### src/rtl/assert_macros.svh
// Assertion macros shared by the header key/value extractor RTL.
`ifndef ASSERT_MACROS_SVH
`define ASSERT_MACROS_SVH

// Check a property on every rising clock edge, skipped while in reset.
`define HKV_ASSERT(name, clk, rst_n, prop, msg) \
	name: assert property (@(posedge clk) disable iff (!rst_n) prop) \
		else $error(msg);

// Check a property on every rising clock edge, reset included.
`define HKV_ASSERT_ALWAYS(name, clk, prop, msg) \
	name: assert property (@(posedge clk) prop) \
		else $error(msg);

`endif

### src/rtl/hkv_pkg.sv
// Shared types, constants and helpers of the header key/value extractor.
package hkv_pkg;

	localparam int unsigned KEY_BYTES_DEF = 8;

	localparam int unsigned KEY_TEXT_W  = 64;
	localparam int unsigned KEY_LEN_W   = 4;
	localparam int unsigned WORD_IDX_W  = 9;
	localparam int unsigned CFG_IDX_W   = 2;
	localparam int unsigned CFG_DATA_W  = KEY_TEXT_W;
	localparam int unsigned BYTE_W      = 8;
	localparam int unsigned LEN_W       = 16;

	localparam logic [CFG_IDX_W-1:0] CFG_KEY_TEXT   = 2'd0;
	localparam logic [CFG_IDX_W-1:0] CFG_KEY_LENGTH = 2'd1;
	localparam logic [CFG_IDX_W-1:0] CFG_WORD_INDEX = 2'd2;

	localparam logic [BYTE_W-1:0] CH_SPACE = 8'h20;
	localparam logic [BYTE_W-1:0] CH_TAB   = 8'h09;
	localparam logic [BYTE_W-1:0] CH_LF    = 8'h0A;
	localparam logic [BYTE_W-1:0] CH_FF    = 8'h0C;

	localparam logic [WORD_IDX_W-1:0] WORD_REST_OF_LINE = '1;

	typedef struct packed {
		logic [KEY_TEXT_W-1:0] key_text;
		logic [KEY_LEN_W-1:0]  key_length;
		logic [WORD_IDX_W-1:0] word_index;
	} hkv_cfg_t;

	function automatic logic is_blank(input logic [BYTE_W-1:0] b);
		return (b == CH_SPACE) || (b == CH_TAB) || (b == CH_LF);
	endfunction

endpackage

### src/rtl/hkv_in_if.sv
// Input channel: one text byte or an end-of-string marker per transfer.
interface hkv_in_if;
	logic                      valid;
	logic                      ready;
	logic [hkv_pkg::BYTE_W-1:0] text_byte;
	logic                      string_end;

	modport source (output valid, output text_byte, output string_end, input ready);
	modport sink (input valid, input text_byte, input string_end, output ready);
endinterface

### src/rtl/hkv_out_if.sv
// Result channel: one extracted byte or a finished marker with length per transfer.
interface hkv_out_if;
	logic                       valid;
	logic                       ready;
	logic [hkv_pkg::BYTE_W-1:0] out_byte;
	logic                       finished;
	logic [hkv_pkg::LEN_W-1:0]  out_length;

	modport source (output valid, output out_byte, output finished, output out_length,
		input ready);
	modport sink (input valid, input out_byte, input finished, input out_length,
		output ready);
endinterface

### src/rtl/hkv_cfg.sv
// Configuration registers of the header key/value extractor.
module hkv_cfg (
	input  logic                              clk,
	input  logic                              arst_n,
	input  logic                              wr_en,
	input  logic [hkv_pkg::CFG_IDX_W-1:0]     wr_index,
	input  logic [hkv_pkg::CFG_DATA_W-1:0]    wr_data,
	output hkv_pkg::hkv_cfg_t                 cfg
);
	import hkv_pkg::*;

	hkv_cfg_t cfg_q;

	always_ff @(posedge clk or negedge arst_n) begin
		if (!arst_n) begin
			cfg_q.key_text   <= '0;
			cfg_q.key_length <= KEY_LEN_W'(1);
			cfg_q.word_index <= WORD_REST_OF_LINE;
		end else if (wr_en) begin
			unique case (wr_index)
				CFG_KEY_TEXT:   cfg_q.key_text   <= wr_data[KEY_TEXT_W-1:0];
				CFG_KEY_LENGTH: cfg_q.key_length <= wr_data[KEY_LEN_W-1:0];
				CFG_WORD_INDEX: cfg_q.word_index <= wr_data[WORD_IDX_W-1:0];
				default: begin
				end
			endcase
		end
	end

	assign cfg = cfg_q;

endmodule

### src/rtl/hkv_core.sv
// Input register, scan state machine and result register of the extractor.
`include "assert_macros.svh"

module hkv_core #(
	parameter int unsigned KeyBytes = hkv_pkg::KEY_BYTES_DEF
) (
	input  logic              clk,
	input  logic              arst_n,
	input  hkv_pkg::hkv_cfg_t cfg,
	hkv_in_if.sink            text,
	hkv_out_if.source         result
);
	import hkv_pkg::*;

	localparam int unsigned KIDX_W = (KeyBytes > 1) ? $clog2(KeyBytes) : 1;

	typedef enum logic [1:0] {
		PH_SEEK,
		PH_COUNT,
		PH_EMIT,
		PH_DONE
	} phase_t;

	// input stage
	logic              v_s1;
	logic [BYTE_W-1:0] byte_s1;
	logic              end_s1;

	// scan state
	phase_t                phase_q, phase_d;
	logic [KEY_LEN_W-1:0]  match_q, match_d;
	logic [WORD_IDX_W-1:0] words_q, words_d, words_inc;
	logic [BYTE_W-1:0]     prev_q, prev_d;
	logic [LEN_W-1:0]      len_q, len_d;

	// result register
	logic              out_v_q;
	logic [BYTE_W-1:0] out_byte_q;
	logic              out_fin_q;
	logic [LEN_W-1:0]  out_len_q;

	logic              advance, fire, in_ready;
	logic              res_v, res_fin, emit, term;
	logic [BYTE_W-1:0] res_byte;
	logic [LEN_W-1:0]  res_len;
	logic [KEY_LEN_W-1:0] eff_len;
	logic [KIDX_W-1:0]    key_idx;
	logic [BYTE_W-1:0]    key_b;

	assign advance  = !out_v_q || result.ready;
	assign fire     = v_s1 && advance;
	assign in_ready = !v_s1 || advance;

	always_comb begin
		eff_len = cfg.key_length;
		if (cfg.key_length == '0) begin
			eff_len = KEY_LEN_W'(1);
		end else if (cfg.key_length > KEY_LEN_W'(KeyBytes)) begin
			eff_len = KEY_LEN_W'(KeyBytes);
		end
	end

	assign key_idx = match_q[KIDX_W-1:0];
	assign key_b   = cfg.key_text[BYTE_W*key_idx +: BYTE_W];

	assign words_inc = words_q + WORD_IDX_W'(is_blank(prev_q) && !is_blank(byte_s1)
		&& (words_q != '1));

	assign term = (cfg.word_index == WORD_REST_OF_LINE) ?
		((byte_s1 == CH_LF) || (byte_s1 == CH_FF)) : is_blank(byte_s1);

	always_comb begin
		phase_d  = phase_q;
		match_d  = match_q;
		words_d  = words_q;
		prev_d   = prev_q;
		len_d    = len_q;
		res_v    = 1'b0;
		res_fin  = 1'b0;
		res_byte = '0;
		res_len  = '0;
		emit     = 1'b0;
		if (end_s1) begin
			if (phase_q != PH_DONE) begin
				res_v   = 1'b1;
				res_fin = 1'b1;
				res_len = len_q;
			end
			phase_d = PH_SEEK;
			match_d = '0;
			words_d = '0;
			prev_d  = '0;
			len_d   = '0;
		end else begin
			unique case (phase_q)
				PH_SEEK: begin
					prev_d  = byte_s1;
					match_d = (byte_s1 == key_b) ? match_q + KEY_LEN_W'(1) : '0;
					if (match_d >= eff_len) begin
						phase_d = PH_COUNT;
					end
				end
				PH_COUNT: begin
					prev_d  = byte_s1;
					words_d = words_inc;
					emit    = $signed({1'b0, words_inc}) >=
						$signed({cfg.word_index[WORD_IDX_W-1], cfg.word_index});
				end
				PH_EMIT: emit = 1'b1;
				PH_DONE: begin
				end
				default: begin
				end
			endcase
			if (emit) begin
				prev_d = byte_s1;
				res_v  = 1'b1;
				if (term) begin
					res_fin = 1'b1;
					res_len = len_q;
					phase_d = PH_DONE;
				end else begin
					res_byte = byte_s1;
					len_d    = (len_q == '1) ? len_q : len_q + LEN_W'(1);
					phase_d  = PH_EMIT;
				end
			end
		end
	end

	always_ff @(posedge clk or negedge arst_n) begin
		if (!arst_n) begin
			v_s1 <= 1'b0;
		end else if (in_ready) begin
			v_s1 <= text.valid;
		end
	end

	always_ff @(posedge clk) begin
		if (in_ready && text.valid) begin
			byte_s1 <= text.text_byte;
			end_s1  <= text.string_end;
		end
	end

	always_ff @(posedge clk or negedge arst_n) begin
		if (!arst_n) begin
			phase_q    <= PH_SEEK;
			match_q    <= '0;
			words_q    <= '0;
			prev_q     <= '0;
			len_q      <= '0;
			out_v_q    <= 1'b0;
			out_byte_q <= '0;
			out_fin_q  <= 1'b0;
			out_len_q  <= '0;
		end else begin
			if (fire) begin
				phase_q <= phase_d;
				match_q <= match_d;
				words_q <= words_d;
				prev_q  <= prev_d;
				len_q   <= len_d;
			end
			if (advance) begin
				out_v_q <= fire && res_v;
			end
			if (fire && res_v) begin
				out_byte_q <= res_byte;
				out_fin_q  <= res_fin;
				out_len_q  <= res_len;
			end
		end
	end

	assign text.ready        = in_ready;
	assign result.valid      = out_v_q;
	assign result.out_byte   = out_byte_q;
	assign result.finished   = out_fin_q;
	assign result.out_length = out_len_q;

	`HKV_ASSERT(a_fin_byte_zero, clk, arst_n, out_v_q && out_fin_q |-> out_byte_q == '0, "finished result carries a nonzero byte")
	`HKV_ASSERT(a_char_keeps_emit, clk, arst_n, fire && res_v && !res_fin |=> phase_q == PH_EMIT, "character result not followed by emit phase")
	`HKV_ASSERT(a_stall_full, clk, arst_n, !in_ready |-> v_s1 && out_v_q, "input stalled while a stage is free")
	`HKV_ASSERT(a_done_after_fin, clk, arst_n, fire && res_v && res_fin && !end_s1 |=> phase_q == PH_DONE, "terminator did not close the extraction")

endmodule

### src/rtl/header_key_value_extractor_top.sv
// Top level of the header key/value extractor.
//
//  channel  | dir | payload                               | handshake
//  ---------+-----+---------------------------------------+--------------------
//  text     | in  | text_byte[7:0], string_end            | valid/ready
//  result   | out | out_byte[7:0], finished, out_length   | valid/ready
//  wr_*     | in  | wr_index[1:0], wr_data[63:0]          | wr_en, no back-pressure
//
// One byte per cycle sustained while the result side is ready; each byte passes
// from its transfer through the input register, then the scan logic, into the
// result register. The scan state updates as the byte leaves the input register.
// Reset clears scan state and loads key_length 1, word_index -1, key_text 0.
// A stalled result holds the result register and then the input register.
module header_key_value_extractor_top #(
	parameter int unsigned KeyBytes = hkv_pkg::KEY_BYTES_DEF
) (
	input  logic                           clk,
	input  logic                           arst_n,
	hkv_in_if.sink                         text,
	hkv_out_if.source                      result,
	input  logic                           wr_en,
	input  logic [hkv_pkg::CFG_IDX_W-1:0]  wr_index,
	input  logic [hkv_pkg::CFG_DATA_W-1:0] wr_data
);
	import hkv_pkg::*;

	hkv_cfg_t cfg;

	hkv_cfg u_cfg (
		.clk      (clk),
		.arst_n   (arst_n),
		.wr_en    (wr_en),
		.wr_index (wr_index),
		.wr_data  (wr_data),
		.cfg      (cfg)
	);

	hkv_core #(
		.KeyBytes (KeyBytes)
	) u_core (
		.clk    (clk),
		.arst_n (arst_n),
		.cfg    (cfg),
		.text   (text),
		.result (result)
	);

endmodule

### src/flat_wrapper.sv
// flat-port wrapper written by rule: the top's interface ports become plain ports
module header_key_value_extractor_top_flat import hkv_pkg::*;
#(
	parameter int unsigned KeyBytes = hkv_pkg::KEY_BYTES_DEF
)
  (clk, arst_n, wr_en, wr_index, wr_data, text_valid, text_text_byte, text_string_end, text_ready, result_valid, result_out_byte, result_finished, result_out_length, result_ready);
  hkv_in_if text_i ();
  hkv_out_if result_i ();
  input  logic clk;
  input  logic arst_n;
  input  logic wr_en;
  input  logic [hkv_pkg::CFG_IDX_W-1:0] wr_index;
  input  logic [hkv_pkg::CFG_DATA_W-1:0] wr_data;
  input wire logic [$bits(text_i.valid)-1:0] text_valid;
  input wire logic [$bits(text_i.text_byte)-1:0] text_text_byte;
  input wire logic [$bits(text_i.string_end)-1:0] text_string_end;
  output wire logic [$bits(text_i.ready)-1:0] text_ready;
  output wire logic [$bits(result_i.valid)-1:0] result_valid;
  output wire logic [$bits(result_i.out_byte)-1:0] result_out_byte;
  output wire logic [$bits(result_i.finished)-1:0] result_finished;
  output wire logic [$bits(result_i.out_length)-1:0] result_out_length;
  input wire logic [$bits(result_i.ready)-1:0] result_ready;
  assign text_i.valid = text_valid;
  assign text_i.text_byte = text_text_byte;
  assign text_i.string_end = text_string_end;
  assign text_ready = text_i.ready;
  assign result_valid = result_i.valid;
  assign result_out_byte = result_i.out_byte;
  assign result_finished = result_i.finished;
  assign result_out_length = result_i.out_length;
  assign result_i.ready = result_ready;
  header_key_value_extractor_top #(.KeyBytes(KeyBytes)) u_core (.clk(clk), .arst_n(arst_n), .text(text_i), .result(result_i), .wr_en(wr_en), .wr_index(wr_index), .wr_data(wr_data));
endmodule
### config.mk
export PLATFORM = sky130hd
export DESIGN_NAME = header_key_value_extractor_top_flat
export DESIGN_NICKNAME = d
export VERILOG_FILES = /design/src/rtl/hkv_pkg.sv /design/src/rtl/hkv_in_if.sv /design/src/rtl/hkv_out_if.sv /design/src/rtl/hkv_cfg.sv /design/src/rtl/hkv_core.sv /design/src/rtl/header_key_value_extractor_top.sv /design/src/flat_wrapper.sv
export VERILOG_INCLUDE_DIRS = /design/src /design/src/rtl
export SDC_FILE = /design/constraint.sdc
export NUM_CORES = 1
export LEC_CHECK = 0
export ABC_AREA = 1
export BUFFER_PORTS_ARGS = -buffer_cell sky130_fd_sc_hd__buf_2
export CAP_MARGIN = 20
export CORE_ASPECT_RATIO = 1.25
export CORE_MARGIN = 10
export CORE_UTILIZATION = 54
export CTS_BUF_LIST = sky130_fd_sc_hd__clkbuf_4 sky130_fd_sc_hd__clkbuf_8
export DETAILED_ROUTE_END_ITERATION = 8
export GPL_TIMING_DRIVEN = 0
export PLACE_DENSITY = 0.81
export SYNTH_ARGS = -nofsm -noshare
export SYNTH_HDL_FRONTEND = slang
export SYNTH_SLANG_ARGS = --single-unit
### constraint.sdc
create_clock -name clk -period 5.9 [get_ports clk]
set_clock_uncertainty 0.1 [all_clocks]
set_input_delay 0 -clock clk [delete_from_list [all_inputs] [get_ports clk]]
set_output_delay 0 -clock clk [all_outputs]
set_load 0.1 [all_outputs]
# Word level (Yosys, flattened, before mapping)
# Index checks and enable logic that the tools add are counted.
dict set report word_totals {
  wordCells 108
  input_bits 80
  regBits 152
}
dict set report classes {
  n_eq_ne 18
  addsub 3
  order_cmp 3
  n_shift 1
  muxes 35
  reduce_logical 33
}
# cell n
set ops {}
lappend ops {{16-bit two-way mux} 8}
lappend ops {{64-bit by 7-bit variable part select with 8-bit output} 1}
lappend ops {{8-bit two-way mux} 6}
lappend ops {{8-bit by 4-bit equality test with 1-bit output, second input constant} 5}
lappend ops {{4-bit two-way mux} 5}
lappend ops {{9-bit two-way mux} 2}
lappend ops {{16-bit by 1-bit adder with 16-bit output, second input constant} 1}
lappend ops {{16-bit equality test, second input constant} 1}
lappend ops {{8-bit by 6-bit equality test with 1-bit output, second input constant} 2}
lappend ops {{2-bit AND reduction} 6}
lappend ops {{10-bit by 9-bit >= comparator with 1-bit output} 1}
lappend ops {{9-bit by 1-bit adder with 9-bit output} 1}
lappend ops {{9-bit equality test, second input constant} 1}
lappend ops {{1-bit two-way mux} 9}
lappend ops {{9-bit inequality test, second input constant} 1}
lappend ops {{3-bit nonzero test} 3}
lappend ops {{8-bit equality test} 1}
lappend ops {{2-bit two-way mux} 4}
lappend ops {{1-bit logical OR} 7}
lappend ops {{2-bit inequality test, second input constant} 3}
lappend ops {{2-bit nonzero test} 3}
lappend ops {{1-bit logical AND} 5}
lappend ops {{4-bit by 1-bit adder with 4-bit output, second input constant} 1}
lappend ops {{2-bit by 1-bit equality test with 1-bit output, second input constant} 2}
lappend ops {{other kinds (10)} 14}

# Logic depth before layout (Yosys ltp)
dict set report logic_depth {
  word_depth 13
  depth_mapped 32
}

# Modules after synthesis
# From an unflattened synthesis, not the netlist that was laid out.
dict set report hier_totals {
  cells_unflattened 1001
  area_unflattened_um2 8225.4
}
# module cells_each area_each_um2 instances
set modules_own_cells {}
lappend modules_own_cells {hkv_core 664 4818.4 1}
lappend modules_own_cells {hkv_cfg 337 3407.0 1}

# Worst setup path before layout
# Ideal clock, no wire load.
dict set report synth_timing {
  path_type {register -> register}
  startpoint {register u_core.u_core.byte_s1[3]}
  endpoint {register u_core.u_core.out_fin_q (netlist: u_core.u_core.result.finished)}
  setup_ps 121
  path_stages_with_launch 29
  arrival_ps 3292
  synth_period_minus_slack_ps 3513
  setup_slack_ps 2387
  cell_sequence {edfxtp_1 -> inv_2 -> nor2_1 -> nand3_1 -> nor2_1 -> nor2_1 -> nand2_1 -> a2111oi_0 -> ha_1 -> nand2_1 -> nor2_1 -> inv_1 -> nor2_1 -> inv_1 -> o31ai_1 -> o21ai_0 -> inv_1 -> ha_1 -> a211o_1 -> nor2_1 -> nand2_1 -> nand2_1 -> nand2_2 -> buf_6 -> nand4_4 -> nand2_2 -> buf_6 -> nand2_1 -> nand2_1}
}
dict set report synth_via {
  elab_chain_cells 13
  elab_cells_between_ends 21
  classes_between {add/sub (1); order compare (1); eq/ne (4); mux (8); reduce/logical (7)}
}
# item line
set synth_rtl {}
lappend synth_rtl {{start, declared} hkv_core.sv:26} ;# logic [BYTE_W-1:0] byte_s1;
lappend synth_rtl {{start signal, assigned} hkv_core.sv:141} ;# byte_s1 <= text.text_byte;
lappend synth_rtl {{8-bit by 6-bit equality test with 1-bit output / 8-bit by 4-bit equality test with 1-bit output (equally long branches)} hkv_pkg.sv:32} ;# return (b == CH_SPACE) || (b == CH_TAB) || (b == CH_LF);
lappend synth_rtl {{1-bit logical OR (2 in series)} hkv_pkg.sv:32}
lappend synth_rtl {{1-bit zero test} hkv_core.sv:66} ;# assign words_inc = words_q + WORD_IDX_W'(is_blank(prev_q) && !is_blank(byte_s1)
lappend synth_rtl {{1-bit logical AND} hkv_core.sv:66}
lappend synth_rtl {{1-bit logical AND} hkv_core.sv:67} ;# && (words_q != '1));
lappend synth_rtl {{9-bit by 1-bit adder with 9-bit output} hkv_core.sv:66}
lappend synth_rtl {{10-bit by 9-bit >= comparator with 1-bit output} hkv_core.sv:106} ;# emit = $signed({1'b0, words_inc}) >=
lappend synth_rtl {{1-bit case mux with 2 select lines} hkv_core.sv:95} ;# unique case (phase_q)
lappend synth_rtl {{1-bit two-way mux} hkv_core.sv:83} ;# if (end_s1) begin
lappend synth_rtl {{1-bit two-way mux} hkv_core.sv:115} ;# if (emit) begin
lappend synth_rtl {{1-bit two-way mux} hkv_core.sv:83}
lappend synth_rtl {{1-bit logical AND} hkv_core.sv:168} ;# if (fire && res_v) begin
lappend synth_rtl {{end signal, assigned} hkv_core.sv:170} ;# out_fin_q <= res_fin;
lappend synth_rtl {{end, declared} hkv_core.sv:39} ;# logic out_fin_q;
# Several ways; a longest one is shown, not always the timed one. The select of a mux whose other input is x is not followed.
# A chain may end at the register's enable or synchronous reset.

# Final worst setup path
dict set report layout_timing {
  startpoint {register u_core.u_core.byte_s1[3]}
  endpoint {register u_core.u_core.prev_q[5]}
}
dict set report layout_via {
  elab_chain_cells 12
  elab_cells_between_ends 16
  classes_between {add/sub (1); order compare (1); eq/ne (3); mux (4); reduce/logical (7)}
}
# item line
set layout_rtl {}
lappend layout_rtl {{8-bit by 6-bit equality test with 1-bit output / 8-bit by 4-bit equality test with 1-bit output (equally long branches)} hkv_pkg.sv:32}
lappend layout_rtl {{1-bit logical OR} hkv_pkg.sv:32}
lappend layout_rtl {{1-bit logical OR (*)} hkv_pkg.sv:32}
lappend layout_rtl {{1-bit zero test (*)} hkv_core.sv:66}
lappend layout_rtl {{1-bit logical AND (*)} hkv_core.sv:66}
lappend layout_rtl {{1-bit logical AND (*)} hkv_core.sv:67}
lappend layout_rtl {{9-bit by 1-bit adder with 9-bit output (*)} hkv_core.sv:66}
lappend layout_rtl {{10-bit by 9-bit >= comparator with 1-bit output (*)} hkv_core.sv:106}
lappend layout_rtl {{1-bit case mux with 2 select lines (*)} hkv_core.sv:95}
lappend layout_rtl {{1-bit two-way mux (*)} hkv_core.sv:83}
lappend layout_rtl {{3-bit nonzero test (no line) / 8-bit two-way mux (equally long branches)} n/a}
lappend layout_rtl {{2-bit AND reduction (no line) / 8-bit two-way mux (equally long branches)} n/a}
lappend layout_rtl {{end signal, assigned} hkv_core.sv:162} ;# prev_q <= prev_d;
lappend layout_rtl {{end, declared} hkv_core.sv:33} ;# logic [BYTE_W-1:0] prev_q, prev_d;
# Mark *: on every way between the ends. The rest lies on a longest branch, timed or not. The select of a mux whose other input is x is not followed.

==> load_flow_metrics.sql <==
INSERT INTO impl_metrics (metric_group, metric, value, unit) VALUES
('clock_tree', 'postCtsSetupRepairBufs', '0', ''),
('drt', 'route.antenna.remaining_nets', '0', ''),
('place', 'placer_congestion', '0.916', ''),
('drt', 'routed_wirelength', '23.0', 'mm'),
('place', 'place_hpwl', '15.2', 'mm'),
('worst_setup_path', 'r2r_slack', '1.79', 'ns'),
('synth', 'synth_top_area_share', '40.8', '%'),
('synth', 'synth_area', '0.00816', 'sq mm'),
('floorplanning', 'initial_utilization', '54.8', '%'),
('pwr', 'design_power_total', '3200', 'uW'),
('pwr', 'p_per_area', '313', 'mW/mm^2'),
('pwr', 'irDropWorstVdd', '195', 'uV'),
('floorplanning', 'std_cell_rows', '50', ''),
('sta', 'final-max-slew-violation-count', '0', ''),
('layout', 'fin_area', '0.0102', 'sq mm'),
('layout', 'drive_above_1_share', '20.5', '%'),
('synth', 'netlist_top_cells_area', 'sky130_fd_sc_hd__dfrtp_1 41%, sky130_fd_sc_hd__nand2_1 11%, sky130_fd_sc_hd__mux2_2 7.6%', ''),
('synth', 'yosysSeqAreaShare', '47.3', '%'),
('worst_setup_path', 'timing.critical_path.slowest_cell_delay', '0.44', 'ns'),
('global_routing', 'grt-ovfl-total', '0', ''),
('clock_tree', 'clk-insertion-delay-late', '0.45', 'ns'),
('drt', 'detail_route.wl_per_cell', '16.6', 'um'),
('sta', 'tightestPinTransition', '0.699', 'ns'),
('sta', 'max-slew-margin-rel', '53.4', '%'),
('drt', 'route.vias.total', '7612', ''),
('worst_setup_path', 'crit_slowest_cell', 'sky130_fd_sc_hd__edfxtp_1', ''),
('clock_tree', 'cts.sinks', '152', ''),
('synth', 'synth_cell_types', '46', ''),
('pwr', 'leakagePower', '0.00515', 'uW'),
('worst_setup_path', 'crit_fanout', '10', ''),
('global_routing', 'initial_antenna_violation_count', '2', ''),
('worst_setup_path', 'critPathLaunchType', 'register', ''),
('drt', 'via_per_inst', '5.49', ''),
('outcome', 'outcome', 'complete, no violations', ''),
('clock_tree', 'cts_buffer_depth', '2', ''),
('sta', 'fmax', '0.243', 'GHz'),
('global_routing', 'grt_use_total', '23.2', '%'),
('clock_tree', 'cts_resized', '0', ''),
('drt', 'drc', '0', ''),
('layout', 'finalNetCount', '1289', ''),
('drt', 'detailedRoute.firstPassIterationCount', '8', ''),
('layout', 'final_common_cell', 'sky130_fd_sc_hd__nand2_1', ''),
('sta', 'setup_total_negative_slack', '0', 'ns'),
('clock_tree', 'cts.root.buffer_cell', 'sky130_fd_sc_hd__clkbuf_8', ''),
('worst_setup_path', 'timing.critical_path.required', '6.19', 'ns'),
('clock_tree', 'cts_made_buffers', '17', ''),
('place', 'place.port_buffers', '106', ''),
('layout', 'final_core_utilization', '68.8', '%'),
('min_path', 'min_path_type', 'input pin to register', ''),
('sta', 'min_period', '4.11', 'ns'),
('synth', 'synth-seq-cells', '152', ''),
('place', 'post_detailed_placement_cell_area', '0.00895', 'sq mm'),
('floorplanning', 'core_area', '0.0149', 'sq mm'),
('worst_setup_path', 'setup.worst_path.class', 'register to register', ''),
('clock_tree', 'clk_pin_slew', '0.09', 'ns'),
('synth', 'syn-instance-count', '974', ''),
('clock_tree', 'cts_tree', 'yes', ''),
('synth', 'postSynthNetCount', '1074', ''),
('drt', 'detail_route.iter0.violations', '627', ''),
('sta', 'finalSetupViolations', '0', ''),
('synth', 'yosys.area.top_type', 'sky130_fd_sc_hd__dfrtp_1', ''),
('synth', 'syn_avg_cell_area', '8.38', 'sq um'),
('worst_setup_path', 'cp_data_arrival_time', '4.39', 'ns'),
('layout', 'layout.cells.most_common_list', '239 x sky130_fd_sc_hd__nand2_1, 133 x sky130_fd_sc_hd__dfrtp_1, 113 x sky130_fd_sc_hd__buf_2', ''),
('global_routing', 'grt_first_pass_wirelength', '37.8', 'mm'),
('job', 'maxCapViolations', '0', ''),
('worst_setup_path', 'worst_setup_path_end_kind', 'register', ''),
('synth', 'ys_warn_count', '0', ''),
('sta', 'post-route-period-util', '69.6', '%'),
('floorplanning', 'fp.dieH', '157', 'um'),
('sta', 'report.final.hold_viol_count', '0', ''),
('floorplanning', 'io_pins', '107', ''),
('layout', 'syn2layout_area_growth', '25.6', '%'),
('global_routing', 'grt_max_degree', '103', ''),
('floorplanning', 'die_area', '0.0205', 'sq mm'),
('clock_tree', 'ctsHtreeMaxLevel', '4', ''),
('global_routing', 'grt_pass1_vias', '7596', ''),
('sta', 'rsz0062_at_grt', 'false', ''),
('floorplanning', 'die_width', '130', 'um');
## kinds of logic (layout without fill, tap and decap cells)
logic type / Yosys count / in the layout / synth area share [%]
and+or+nand+nor: 502 / 502 / 27.1
DFF: 152 / 152 / 47.3
buffers and inverters: 140 / 368 / 7.30
AOI/OAI and AO/OA: 93 / 93 / 6.32
muxes: 55 / 55 / 7.59
adders and majority gates: 20 / 20 / 3.07
xor gates and xnor gates: 12 / 12 / 1.29
other: 0 / 2 / 0
## worst paths after layout
kind                                     startpoint                       end  cells past startpoint
setup / recovery           u_core.u_core.byte_s1[3]   u_core.u_core.prev_q[5]                     28
hold / removal                    text_text_byte[7]  u_core.u_core.byte_s1[7]                      2
setup reg to reg           u_core.u_core.byte_s1[3]   u_core.u_core.prev_q[5]                     28
hold reg to reg             u_core.u_core.prev_q[6]   u_core.u_core.prev_q[6]                      2
max in group asynchronous                    arst_n       u_core.u_cfg.cfg[0]                      4
min in group asynchronous                    arst_n    u_core.u_core.len_q[6]                      4
## registers in the layout, summed over array words and instances (netlist names)
name / count
u_core.u_cfg.cfg: 77
u_core.u_core.len_q: 16
u_core.u_core.result.out_length: 16
u_core.u_core.words_q: 9
u_core.u_core.byte_s1: 8
u_core.u_core.prev_q: 8
u_core.u_core.result.out_byte: 8
u_core.u_core.match_q: 4
u_core.u_core.phase_q: 2
u_core.u_core.end_s1: 1
u_core.u_core.result.finished: 1
u_core.u_core.result.valid: 1
u_core.u_core.v_s1: 1
## layout make-up
class | count | area, sq um
Sequential cell | 152 | 3860
Tap cell | 182 | 228
Antenna cell | 2 | 5.00
Multi-Input combinational cell | 682 | 3700
Buffer | 43 | 231
Timing Repair Buffer | 196 | 1470
Clock inverter | 12 | 128
Fill cell | 1095 | 4640
Inverter | 97 | 364
Clock buffer | 20 | 263
## what timing repair did
action / 4_1_cts / 5_1_grt
hold buffers: 89 / 0
endpoints found under the setup margin: 0 / 0
hold endpoints to repair: 221 / 0
## where the power goes
| part | switching, uW | internal, uW | total (uW) |
|---|---|---|---|
| registers | 129 | 1230 | 1360 |
| clock network | 395 | 395 | 790 |
| logic | 712 | 337 | 1050 |
| total | 1240 | 1970 | 3200 |
## layer usage
metal,part of all wire (%),track usage [%],up-vias,wire [um]
met5,0,0,-,0
met2,50,40.0,329,11600
met3,7.0,5.89,56,1620
met1,40,26.9,3598,9120
met4,3.0,9.55,0,697
li1,-,-,3629,-
## synthesized netlist by cell type, drive strengths merged
master	count
o21ai	66
o31ai	2
nand3b	1
or2	1
o2111ai	1
dfstp	10
a21oi	8
clkinv	3
dfrtp	133
o22ai	7
o211ai	2
ha	20
inv	94
nor3	7
nor2	104
nor3b	3
xor2	10
mux2	55
a211o	1
nor4	3
o21a	2
a211oi	2
nand4	29
buf	22
edfxtp	9
nand2	246
a2111oi	1
xnor2	2
or3	1
a21boi	1
nand3	107
clkbuf	21
## critical path: cells and delay by family, from the launching register on
kind                       cells  cell delay (ns)
AOI/OAI and AO/OA              4             0.99
adders and majority gates      2             0.49
buffers and inverters          5             0.50
DFF                            1             0.44
and+or+nand+nor               17             1.53
## stage by stage
| stage | setup WS [ns] | hold WS, ns | std cells |
|---|---|---|---|
| 5_1_grt | 1.26 | 0.164 | 1386 |
| 3_5_place_dp | 1.84 | -0.158 | 1263 |
| 4_1_cts | 1.80 | 0.0962 | 1384 |
| 6_report | 1.79 | 0.173 | 1386 |
| 2_1_floorplan | 2.39 | -0.396 | 974 |
| 3_3_place_gp | 1.94 | 0.0975 | 1262 |
Note: power is estimated with default switching activity, not from simulation.
